### src/design/wfpd_pkg.sv
`timescale 1ns / 1ps

package wfpd_pkg;

    localparam int DEFAULT_TIME_WIDTH = 32;
    localparam int DEFAULT_DIST_WIDTH = 12;

    localparam int GAIN_WIDTH    = 16;
    localparam int CFG_WIDTH     = 16;
    localparam int CFG_IDX_WIDTH = 2;
    localparam int DRIVE_WIDTH   = 9;

    localparam int TARGET_RESET = 480;
    localparam int KP_RESET     = 256;
    localparam int KD_RESET     = 0;

    localparam int FRAC_BITS    = 16;
    localparam int Q16_ONE      = 65536;
    localparam int BASE_RIGHT   = 100;
    localparam int BASE_LEFT    = 95;
    localparam int SPEED_MAX    = 150;
    localparam int UPDATE_LIMIT = 20;

    // clamped update fits +/-20.0 in Q.16; speeds up to 150.0 in Q.16 plus sign
    localparam int UPD_WIDTH   = 22;
    localparam int SPEED_WIDTH = 25;
    localparam int WHOLE_WIDTH = 8;

    localparam logic signed [SPEED_WIDTH-1:0] SPEED_MAX_Q16 =
        SPEED_WIDTH'(SPEED_MAX * Q16_ONE);
    localparam logic signed [SPEED_WIDTH-1:0] BASE_RIGHT_Q16 =
        SPEED_WIDTH'(BASE_RIGHT * Q16_ONE);
    localparam logic signed [SPEED_WIDTH-1:0] BASE_LEFT_Q16 =
        SPEED_WIDTH'(BASE_LEFT * Q16_ONE);

    typedef enum logic [CFG_IDX_WIDTH-1:0] {
        REG_TARGET = 2'd0,
        REG_KP     = 2'd1,
        REG_KD     = 2'd2
    } cfg_reg_t;

    typedef enum logic [1:0] {
        ST_IDLE,
        ST_DIV,
        ST_MAC,
        ST_FIN
    } state_t;

    typedef struct packed {
        logic busy;
        logic done;
    } div_status_t;

    // clamp a Q.16 speed to 0..150, drop the fraction and negate
    function automatic logic signed [DRIVE_WIDTH-1:0] drive_of(
        input logic signed [SPEED_WIDTH-1:0] speed
    );
        logic [WHOLE_WIDTH-1:0] whole;
        logic [DRIVE_WIDTH-1:0] mag;
        if (speed < 0)
        begin
            whole = '0;
        end
        else if (speed > SPEED_MAX_Q16)
        begin
            whole = WHOLE_WIDTH'(SPEED_MAX);
        end
        else
        begin
            whole = speed[FRAC_BITS +: WHOLE_WIDTH];
        end
        mag = {1'b0, whole};
        return $signed(-mag);
    endfunction

endpackage

### src/design/wfpd_channels.sv
`timescale 1ns / 1ps

interface wfpd_in_if #(
    parameter int DIST_WIDTH = wfpd_pkg::DEFAULT_DIST_WIDTH,
    parameter int TIME_WIDTH = wfpd_pkg::DEFAULT_TIME_WIDTH
) ();
    logic                  valid;
    logic                  ready;
    logic [DIST_WIDTH-1:0] wall_dist;
    logic                  follow_left;
    logic [TIME_WIDTH-1:0] time_ms;

    modport source (output valid, output wall_dist, output follow_left, output time_ms,
                    input ready);
    modport sink   (input valid, input wall_dist, input follow_left, input time_ms,
                    output ready);
endinterface

interface wfpd_out_if ();
    logic                                      valid;
    logic                                      ready;
    logic signed [wfpd_pkg::DRIVE_WIDTH-1:0]   left_drive;
    logic signed [wfpd_pkg::DRIVE_WIDTH-1:0]   right_drive;

    modport source (output valid, output left_drive, output right_drive, input ready);
    modport sink   (input valid, input left_drive, input right_drive, output ready);
endinterface

### src/design/wfpd_div.sv
`timescale 1ns / 1ps

// Restoring unsigned divider, one quotient bit per cycle.
module wfpd_div #(
    parameter int NUM_WIDTH = wfpd_pkg::DEFAULT_DIST_WIDTH + 4,
    parameter int DEN_WIDTH = wfpd_pkg::DEFAULT_TIME_WIDTH
) (
    input  logic                  clk,
    input  logic                  rst_n,
    input  logic                  start,
    input  logic [NUM_WIDTH-1:0]  num,
    input  logic [DEN_WIDTH-1:0]  den,
    output wfpd_pkg::div_status_t status,
    output logic [NUM_WIDTH-1:0]  quot
);

    localparam int CNT_WIDTH = $clog2(NUM_WIDTH);

    logic [DEN_WIDTH-1:0] rem_reg, rem_next;
    logic [DEN_WIDTH-1:0] den_reg;
    logic [NUM_WIDTH-1:0] quo_reg, quo_next;
    logic [CNT_WIDTH-1:0] cnt_reg;
    logic                 busy_reg;
    logic                 done_reg;
    logic [DEN_WIDTH:0]   trial;

    always_comb
    begin
        trial = {rem_reg, quo_reg[NUM_WIDTH-1]} - {1'b0, den_reg};
        if (!trial[DEN_WIDTH])
        begin
            rem_next = trial[DEN_WIDTH-1:0];
            quo_next = {quo_reg[NUM_WIDTH-2:0], 1'b1};
        end
        else
        begin
            rem_next = {rem_reg[DEN_WIDTH-2:0], quo_reg[NUM_WIDTH-1]};
            quo_next = {quo_reg[NUM_WIDTH-2:0], 1'b0};
        end
    end

    always_ff @(posedge clk or negedge rst_n)
    begin
        if (!rst_n)
        begin
            busy_reg <= 1'b0;
            done_reg <= 1'b0;
            cnt_reg  <= '0;
        end
        else
        begin
            done_reg <= 1'b0;
            if (start)
            begin
                busy_reg <= 1'b1;
                cnt_reg  <= CNT_WIDTH'(NUM_WIDTH - 1);
            end
            else if (busy_reg)
            begin
                cnt_reg <= cnt_reg - 1'b1;
                if (cnt_reg == '0)
                begin
                    busy_reg <= 1'b0;
                    done_reg <= 1'b1;
                end
            end
        end
    end

    always_ff @(posedge clk)
    begin
        if (start)
        begin
            rem_reg <= '0;
            quo_reg <= num;
            den_reg <= den;
        end
        else if (busy_reg)
        begin
            rem_reg <= rem_next;
            quo_reg <= quo_next;
        end
    end

    assign status.busy = busy_reg;
    assign status.done = done_reg;
    assign quot        = quo_reg;

endmodule

### src/design/wall_follow_pd_speed_core.sv
`timescale 1ns / 1ps

// PD wall-following speed controller.
// in_ch carries one distance sample (wall_dist, unsigned Q8.4 cm), its millisecond
// timestamp and the wall side; out_ch returns one pair of negated motor commands.
// A transaction on either channel completes when valid and ready are both high.
// The configuration port writes target distance (index 0), proportional gain (1) and
// derivative gain (2) at any edge with cfg_we high; other indexes are ignored.
// One sample is processed at a time: the distance-rate divider takes one bit per
// cycle, then the two gains are applied bit-serially, then the final state clamps
// and forms the wheel speeds and loads them into the output register. The result
// becomes valid and in_ch is ready again in the same cycle.
// The result sits in an output register, so a stalled receiver holds only that
// register; the next sample is still taken and waits only at its own final cycle.
// Reset loads the register defaults (30 cm, gain 1.0, derivative gain 0) and clears
// the stored previous sample to distance 0 at time 0.
module wall_follow_pd_speed_core #(
    parameter int TIME_WIDTH = wfpd_pkg::DEFAULT_TIME_WIDTH,
    parameter int DIST_WIDTH = wfpd_pkg::DEFAULT_DIST_WIDTH
) (
    input  logic                               clk,
    input  logic                               rst_n,
    wfpd_in_if.sink                            in_ch,
    wfpd_out_if.source                         out_ch,
    input  logic                               cfg_we,
    input  logic [wfpd_pkg::CFG_IDX_WIDTH-1:0] cfg_index,
    input  logic [wfpd_pkg::CFG_WIDTH-1:0]     cfg_wdata
);

    localparam int GW            = wfpd_pkg::GAIN_WIDTH;
    localparam int NUM_WIDTH     = DIST_WIDTH + 4;
    localparam int DIFF_WIDTH    = DIST_WIDTH + 1;
    localparam int D_WIDTH       = DIST_WIDTH + 5;
    localparam int TERM_WIDTH    = D_WIDTH + 1;
    localparam int ACC_WIDTH     = DIST_WIDTH + 22;
    localparam int MAC_CNT_WIDTH = $clog2(GW);
    localparam int UW            = wfpd_pkg::UPD_WIDTH;
    localparam int SW            = wfpd_pkg::SPEED_WIDTH;

    localparam logic signed [ACC_WIDTH-1:0] UPD_HI =
        ACC_WIDTH'(wfpd_pkg::UPDATE_LIMIT * wfpd_pkg::Q16_ONE);
    localparam logic signed [ACC_WIDTH-1:0] UPD_LO = -UPD_HI;

    // configuration
    logic [DIST_WIDTH-1:0] target_reg;
    logic signed [GW-1:0]  kp_reg;
    logic signed [GW-1:0]  kd_reg;

    // previous sample
    logic [DIST_WIDTH-1:0] last_dist_reg;
    logic [TIME_WIDTH-1:0] last_time_reg;

    wfpd_pkg::state_t state_reg, state_next;

    logic in_accept;
    logic in_ready;
    logic div_start;
    logic out_load;

    // datapath
    logic signed [DIFF_WIDTH-1:0]  p_reg;
    logic                          neg_reg;
    logic                          zero_dt_reg;
    logic                          left_reg;
    logic signed [D_WIDTH-1:0]     d_reg, d_next;
    logic [GW-1:0]                 kp_sh_reg;
    logic [GW-1:0]                 kd_sh_reg;
    logic [MAC_CNT_WIDTH-1:0]      mac_cnt_reg;
    logic signed [ACC_WIDTH-1:0]   acc_reg, acc_next;

    logic                               out_valid_reg;
    logic signed [wfpd_pkg::DRIVE_WIDTH-1:0] left_drive_reg, left_drive_next;
    logic signed [wfpd_pkg::DRIVE_WIDTH-1:0] right_drive_reg, right_drive_next;

    logic [TIME_WIDTH-1:0]         dt;
    logic signed [DIFF_WIDTH-1:0]  delta;
    logic [DIFF_WIDTH-1:0]         delta_abs;
    logic [NUM_WIDTH-1:0]          div_num;
    logic signed [DIFF_WIDTH-1:0]  p_next;

    wfpd_pkg::div_status_t         div_stat;
    logic [NUM_WIDTH-1:0]          div_quot;
    logic [D_WIDTH-1:0]            d_mag;

    logic signed [D_WIDTH-1:0]     p16;
    logic signed [TERM_WIDTH-1:0]  term;
    logic signed [ACC_WIDTH-1:0]   term_ext;

    logic signed [ACC_WIDTH-1:0]   acc_clamped;
    logic signed [UW-1:0]          upd;
    logic signed [SW-1:0]          upd_ext;
    logic signed [SW-1:0]          right_spd;
    logic signed [SW-1:0]          left_spd;

    always_ff @(posedge clk or negedge rst_n)
    begin
        if (!rst_n)
        begin
            target_reg <= DIST_WIDTH'(wfpd_pkg::TARGET_RESET);
            kp_reg     <= GW'(wfpd_pkg::KP_RESET);
            kd_reg     <= GW'(wfpd_pkg::KD_RESET);
        end
        else if (cfg_we)
        begin
            case (wfpd_pkg::cfg_reg_t'(cfg_index))
                wfpd_pkg::REG_TARGET: target_reg <= cfg_wdata[DIST_WIDTH-1:0];
                wfpd_pkg::REG_KP:     kp_reg     <= cfg_wdata[GW-1:0];
                wfpd_pkg::REG_KD:     kd_reg     <= cfg_wdata[GW-1:0];
                default:              ;
            endcase
        end
    end

    // sample intake: elapsed time wraps, distance change goes to the divider as |delta|*16
    always_comb
    begin
        dt        = in_ch.time_ms - last_time_reg;
        delta     = $signed({1'b0, in_ch.wall_dist}) - $signed({1'b0, last_dist_reg});
        delta_abs = delta[DIFF_WIDTH-1] ? DIFF_WIDTH'(-delta) : DIFF_WIDTH'(delta);
        div_num   = {delta_abs[DIST_WIDTH-1:0], 4'b0000};
        p_next    = $signed({1'b0, target_reg}) - $signed({1'b0, in_ch.wall_dist});
    end

    wfpd_div #(
        .NUM_WIDTH (NUM_WIDTH),
        .DEN_WIDTH (TIME_WIDTH)
    ) u_div (
        .clk    (clk),
        .rst_n  (rst_n),
        .start  (div_start),
        .num    (div_num),
        .den    (dt),
        .status (div_stat),
        .quot   (div_quot)
    );

    assign in_accept = in_ch.valid && in_ready;

    always_comb
    begin
        state_next = state_reg;
        case (state_reg)
            wfpd_pkg::ST_IDLE:
                if (in_accept)
                    state_next = wfpd_pkg::ST_DIV;
            wfpd_pkg::ST_DIV:
                if (div_stat.done)
                    state_next = wfpd_pkg::ST_MAC;
            wfpd_pkg::ST_MAC:
                if (mac_cnt_reg == MAC_CNT_WIDTH'(GW - 1))
                    state_next = wfpd_pkg::ST_FIN;
            wfpd_pkg::ST_FIN:
                if (!out_valid_reg || out_ch.ready)
                    state_next = wfpd_pkg::ST_IDLE;
            default:
                state_next = wfpd_pkg::ST_IDLE;
        endcase
    end

    always_comb
    begin
        in_ready  = (state_reg == wfpd_pkg::ST_IDLE);
        div_start = in_ch.valid && (state_reg == wfpd_pkg::ST_IDLE);
        out_load  = (state_reg == wfpd_pkg::ST_FIN) && (!out_valid_reg || out_ch.ready);
    end

    always_ff @(posedge clk or negedge rst_n)
    begin
        if (!rst_n)
        begin
            state_reg     <= wfpd_pkg::ST_IDLE;
            last_dist_reg <= '0;
            last_time_reg <= '0;
            out_valid_reg <= 1'b0;
        end
        else
        begin
            state_reg <= state_next;
            if (in_accept)
            begin
                last_dist_reg <= in_ch.wall_dist;
                last_time_reg <= in_ch.time_ms;
            end
            if (out_load)
                out_valid_reg <= 1'b1;
            else if (out_ch.ready)
                out_valid_reg <= 1'b0;
        end
    end

    // signed quotient, truncated toward zero; a zero interval gives zero
    always_comb
    begin
        d_mag = {1'b0, div_quot};
        if (zero_dt_reg)
            d_next = '0;
        else if (neg_reg)
            d_next = $signed(-d_mag);
        else
            d_next = $signed(d_mag);
    end

    // Horner over the gain bits, MSB first; the MSB carries negative weight
    always_comb
    begin
        p16      = $signed({p_reg, 4'b0000});
        term     = (kp_sh_reg[GW-1] ? TERM_WIDTH'(p16) : TERM_WIDTH'(0))
                 + (kd_sh_reg[GW-1] ? TERM_WIDTH'(d_reg) : TERM_WIDTH'(0));
        term_ext = ACC_WIDTH'(term);
        if (mac_cnt_reg == '0)
            acc_next = -term_ext;
        else
            acc_next = (acc_reg <<< 1) + term_ext;
    end

    always_comb
    begin
        if (acc_reg > UPD_HI)
            acc_clamped = UPD_HI;
        else if (acc_reg < UPD_LO)
            acc_clamped = UPD_LO;
        else
            acc_clamped = acc_reg;
        upd     = acc_clamped[UW-1:0];
        upd_ext = SW'(upd);
        if (left_reg)
        begin
            right_spd = wfpd_pkg::BASE_RIGHT_Q16 - upd_ext;
            left_spd  = wfpd_pkg::BASE_LEFT_Q16 + upd_ext;
        end
        else
        begin
            right_spd = wfpd_pkg::BASE_RIGHT_Q16 + upd_ext;
            left_spd  = wfpd_pkg::BASE_LEFT_Q16 - upd_ext;
        end
        left_drive_next  = wfpd_pkg::drive_of(left_spd);
        right_drive_next = wfpd_pkg::drive_of(right_spd);
    end

    always_ff @(posedge clk)
    begin
        if (in_accept)
        begin
            p_reg       <= p_next;
            neg_reg     <= delta[DIFF_WIDTH-1];
            zero_dt_reg <= (dt == '0);
            left_reg    <= in_ch.follow_left;
        end
        if ((state_reg == wfpd_pkg::ST_DIV) && div_stat.done)
        begin
            d_reg       <= d_next;
            kp_sh_reg   <= kp_reg;
            kd_sh_reg   <= kd_reg;
            mac_cnt_reg <= '0;
            acc_reg     <= '0;
        end
        else if (state_reg == wfpd_pkg::ST_MAC)
        begin
            acc_reg     <= acc_next;
            kp_sh_reg   <= {kp_sh_reg[GW-2:0], 1'b0};
            kd_sh_reg   <= {kd_sh_reg[GW-2:0], 1'b0};
            mac_cnt_reg <= mac_cnt_reg + 1'b1;
        end
        if (out_load)
        begin
            left_drive_reg  <= left_drive_next;
            right_drive_reg <= right_drive_next;
        end
    end

    assign in_ch.ready        = in_ready;
    assign out_ch.valid       = out_valid_reg;
    assign out_ch.left_drive  = left_drive_reg;
    assign out_ch.right_drive = right_drive_reg;

    a_ready_not_dividing: assert property (@(posedge clk) disable iff (!rst_n)
        in_ch.ready |-> !div_stat.busy)
        else $error("input ready while divider busy");

    a_done_only_in_div: assert property (@(posedge clk) disable iff (!rst_n)
        div_stat.done |-> (state_reg == wfpd_pkg::ST_DIV))
        else $error("divider result outside division phase");

    a_accept_starts_div: assert property (@(posedge clk) disable iff (!rst_n)
        in_accept |=> (div_stat.busy && (state_reg == wfpd_pkg::ST_DIV)))
        else $error("accepted sample did not start division");

    a_drive_range: assert property (@(posedge clk) disable iff (!rst_n)
        out_ch.valid |-> (out_ch.left_drive <= 0 && out_ch.left_drive >= -150
                          && out_ch.right_drive <= 0 && out_ch.right_drive >= -150))
        else $error("drive command out of range");

endmodule

### src/flat_wrapper.sv
// flat-port wrapper written by rule: the top's interface ports become plain ports
module wall_follow_pd_speed_core_flat 
#(
    parameter int TIME_WIDTH = wfpd_pkg::DEFAULT_TIME_WIDTH,
    parameter int DIST_WIDTH = wfpd_pkg::DEFAULT_DIST_WIDTH
)
  (clk, rst_n, cfg_we, cfg_index, cfg_wdata, in_ch_valid, in_ch_wall_dist, in_ch_follow_left, in_ch_time_ms, in_ch_ready, out_ch_valid, out_ch_left_drive, out_ch_right_drive, out_ch_ready);
  wfpd_in_if #(.DIST_WIDTH(DIST_WIDTH), .TIME_WIDTH(TIME_WIDTH)) in_ch_i ();
  wfpd_out_if out_ch_i ();
  input  logic clk;
  input  logic rst_n;
  input  logic cfg_we;
  input  logic [wfpd_pkg::CFG_IDX_WIDTH-1:0] cfg_index;
  input  logic [wfpd_pkg::CFG_WIDTH-1:0] cfg_wdata;
  input wire logic [$bits(in_ch_i.valid)-1:0] in_ch_valid;
  input wire logic [$bits(in_ch_i.wall_dist)-1:0] in_ch_wall_dist;
  input wire logic [$bits(in_ch_i.follow_left)-1:0] in_ch_follow_left;
  input wire logic [$bits(in_ch_i.time_ms)-1:0] in_ch_time_ms;
  output wire logic [$bits(in_ch_i.ready)-1:0] in_ch_ready;
  output wire logic [$bits(out_ch_i.valid)-1:0] out_ch_valid;
  output wire logic [$bits(out_ch_i.left_drive)-1:0] out_ch_left_drive;
  output wire logic [$bits(out_ch_i.right_drive)-1:0] out_ch_right_drive;
  input wire logic [$bits(out_ch_i.ready)-1:0] out_ch_ready;
  assign in_ch_i.valid = in_ch_valid;
  assign in_ch_i.wall_dist = in_ch_wall_dist;
  assign in_ch_i.follow_left = in_ch_follow_left;
  assign in_ch_i.time_ms = in_ch_time_ms;
  assign in_ch_ready = in_ch_i.ready;
  assign out_ch_valid = out_ch_i.valid;
  assign out_ch_left_drive = out_ch_i.left_drive;
  assign out_ch_right_drive = out_ch_i.right_drive;
  assign out_ch_i.ready = out_ch_ready;
  wall_follow_pd_speed_core #(.TIME_WIDTH(TIME_WIDTH), .DIST_WIDTH(DIST_WIDTH)) u_core (.clk(clk), .rst_n(rst_n), .in_ch(in_ch_i), .out_ch(out_ch_i), .cfg_we(cfg_we), .cfg_index(cfg_index), .cfg_wdata(cfg_wdata));
endmodule
### config.mk
export PLATFORM = sky130hd
export DESIGN_NAME = wall_follow_pd_speed_core_flat
export DESIGN_NICKNAME = d
export VERILOG_FILES = /design/src/design/wfpd_pkg.sv /design/src/design/wfpd_channels.sv /design/src/design/wfpd_div.sv /design/src/design/wall_follow_pd_speed_core.sv /design/src/flat_wrapper.sv
export SDC_FILE = /design/constraint.sdc
export NUM_CORES = 1
export LEC_CHECK = 0
export ABC_AREA = 1
export BUFFER_PORTS_ARGS = -buffer_cell sky130_fd_sc_hd__buf_2
export CORE_MARGIN = 2
export CORE_UTILIZATION = 45
export DETAILED_ROUTE_END_ITERATION = 16
export GPL_TIMING_DRIVEN = 0
export MAX_ROUTING_LAYER = met4
export SYNTH_ARGS = -nofsm -noshare
export SYNTH_HDL_FRONTEND = slang
export SYNTH_HIERARCHICAL = 1
export SYNTH_SLANG_ARGS = --single-unit
### constraint.sdc
create_clock -name clk -period 4.5 [get_ports clk]
set_input_delay 0.225 -clock clk [delete_from_list [all_inputs] [get_ports clk]]
set_output_delay 0.225 -clock clk [all_outputs]
set_load 0.01 [all_outputs]
==> impl_metrics.ini <==
[cells_and_area]
syn_to_final_growth_pct = 16.1
drive_above_1_share_pct = 9.22
fin_util_pct = 53.1
fill_cells = 4785
multi_input_area_mm2 = 0.0122
post-route-cell-area_mm2 = 0.0255
final_nets = 3560
seq_area_mm2 = 0.00777
largest_reg_flops = 34
layout.cells.non_filler = 3980

[clock_tree]
cts-htree-levels = 2
cts_tree = done
cts_sinks = 298
clockBufferDepth = 3
insertion_delay_ps = 570
cts.clk_slew.worst_paths_ps = 60
cts-root-buf = clkbuf_16
numCtsBuffers = 37

[worst_setup_path]
cp.arrival_ps = 4710
crit_type = flip-flop to flip-flop
endpoint_kind = flip-flop
path_max_fanout = 15
critPathLaunchType = flip-flop
cp_data_required_time_ps = 4950
r2r_slack_ps = 240

[floorplan]
fp.dieH_um = 225
start_util_pct = 45.8
die_area_mm2 = 0.0505
io_pins = 88
die_w_um = 225
rows = 80
core-area_mm2 = 0.0479

[yosys]
synthCells = 3139
syn_area_per_cell_um2 = 6.99
synth_warnings = 6
syn_area_mm2 = 0.0219

[power_and_ir_drop]
pwr-share-comb_pct = 63.8
p_switching_mw = 11.1
seqPwrFrac_pct = 22.2
p_int_mw = 11.2
p_clk_share_pct = 14.0
powerDensity_mw_per_mm2 = 876
p_sw_share_pct = 49.9
p_leak_nw = 12.8
ir_worst_vdd_v = 0.000405

[placed_design]
io_buffers = 87
place_inst = 3848
place.gp.congestion = 0.988
hpwl_um = 47000
placed_area_mm2 = 0.0232

[status]
status = finished clean

[sta]
hold_viol = 0
drv_slew = 0
worst_pin_slew_ps = 926
fmax_ghz = 0.235
clock_skew_ps = 17.1
finalCritPeriodShare_pct = 94.7
fin_crit_ps = 4260
setup_viol = 0
relSlewSlack_pct = 38.2

[drt]
drtIter0Drc = 1303
wl_per_cell_um = 15.2
ant_nets = 0
drc = 0
avgViaCountPerCell = 5.11
drt_wl_total_um = 60700
firstDrtPassIters = 5
vias = 20400

[grt]
grtUsageTotal_pct = 24.6
grt_max_degree = 59
grt_pass1_wl_um = 97300
antenna_found_initial = 0
grt_overflow = 0
grt_pass1_vias = 19100

[job]
drv_cap = 0

[worst_hold_path]
min_path_type = primary input to flip-flop
-- layer usage --
metal / up-vias / wire length, µm / GRT usage (%)
li1: 10400 / - / -
met1: 9366 / 29700 / 34.5
met2: 479 / 26500 / 37.6
met3: 87 / 3040 / 2.90
met4: 0 / 1400 / 6.88
met5: - / 0 / -
-- metrics by stage --
step           hold WS (ps)  total power, mW  setup TNS [ps]  setup slack [ps]
2_1_floorplan         -70.6             14.9               0               436
3_3_place_gp            416             18.1          -28000              -774
3_5_place_dp            310             18.3           -4800              -635
4_1_cts               0.638             21.8               0              4.72
5_1_grt                19.4             24.5           -61.4             -61.3
6_report               18.5             22.3               0               237
-- final timing paths --
kind | startpoint | to | cells after the start
min in group asynchronous | rst_n | u_core/last_time_reg[11] | 2
worst min-delay path | in_ch_wall_dist[10] | u_core/last_dist_reg[10] | 3
max in group asynchronous | rst_n | u_core/kp_reg[8] | 3
worst max-delay path | u_core/kp_sh_reg[15] | u_core/acc_reg[31] | 25
worst min register to register | u_core/u_div/rem_reg[17] | u_core/u_div/rem_reg[17] | 2
worst max register to register | u_core/kp_sh_reg[15] | u_core/acc_reg[31] | 25
-- power groups by stage --
stage	Clock (mW)	Combinational, mW	Sequential (mW)
3_3_place_gp	0	13.2	4.97
4_1_cts	3.19	13.6	4.93
5_1_grt	3.30	16.1	5.08
2_1_floorplan	0	10.1	4.80
3_5_place_dp	0	13.3	4.98
6_report	3.11	14.2	4.96
-- cell type report --
type / instances / area share (%)
Multi-Input combinational cell: 2238 / 47.9
Sequential cell: 298 / 30.5
Inverter: 545 / 8.04
Timing Repair Buffer: 152 / 4.28
Clock buffer: 51 / 4.04
Tap cell: 615 / 3.02
Buffer: 63 / 1.24
Clock inverter: 17 / 0.958
Antenna cell: 1 / 0.00982
-- critical path, stage by stage, from the launching register on --
cell and delay [ps]:
edfxtp_1 430, buf_4 170, buf_4 130, nand2_1 50, inv_1 80, ha_1 300
nand3_1 80, nand2_2 90, a21oi_1 130, o21ai_1 100, nand2_1 70, o2111ai_1 130
or2_4 270, nand2_4 110, clkinvlp_4 100, buf_8 180, buf_4 160, ha_1 320
inv_1 170, o21bai_1 150, a2111oi_2 390, nand3_1 130, nand2_1 110, nor2_1 80
o21ai_0 160, inv_1 50
-- cells in the final DEF, fill, tap and decap left out, types with 55 or more instances in the layout --
cell,instances
dfrtp_1,92
nor2_1,213
nand3_1,155
xor2_1,60
nand2_1,940
edfxtp_1,131
ha_1,136
buf_2,89
dfxtp_1,70
inv_1,524
a21oi_1,178
dlygate4sd3_1,55
o21ai_0,198
-- timing repair --
action / in CTS / in global routing
pin swaps: 1 / 7
hold buffers: 55 / 0
setup buffers: 6 / 3
endpoints found under the hold margin: 110 / 0
setup endpoints to repair: 15 / 17
gates resized for setup: 22 / 54
(Power assumes the default switching activity.)
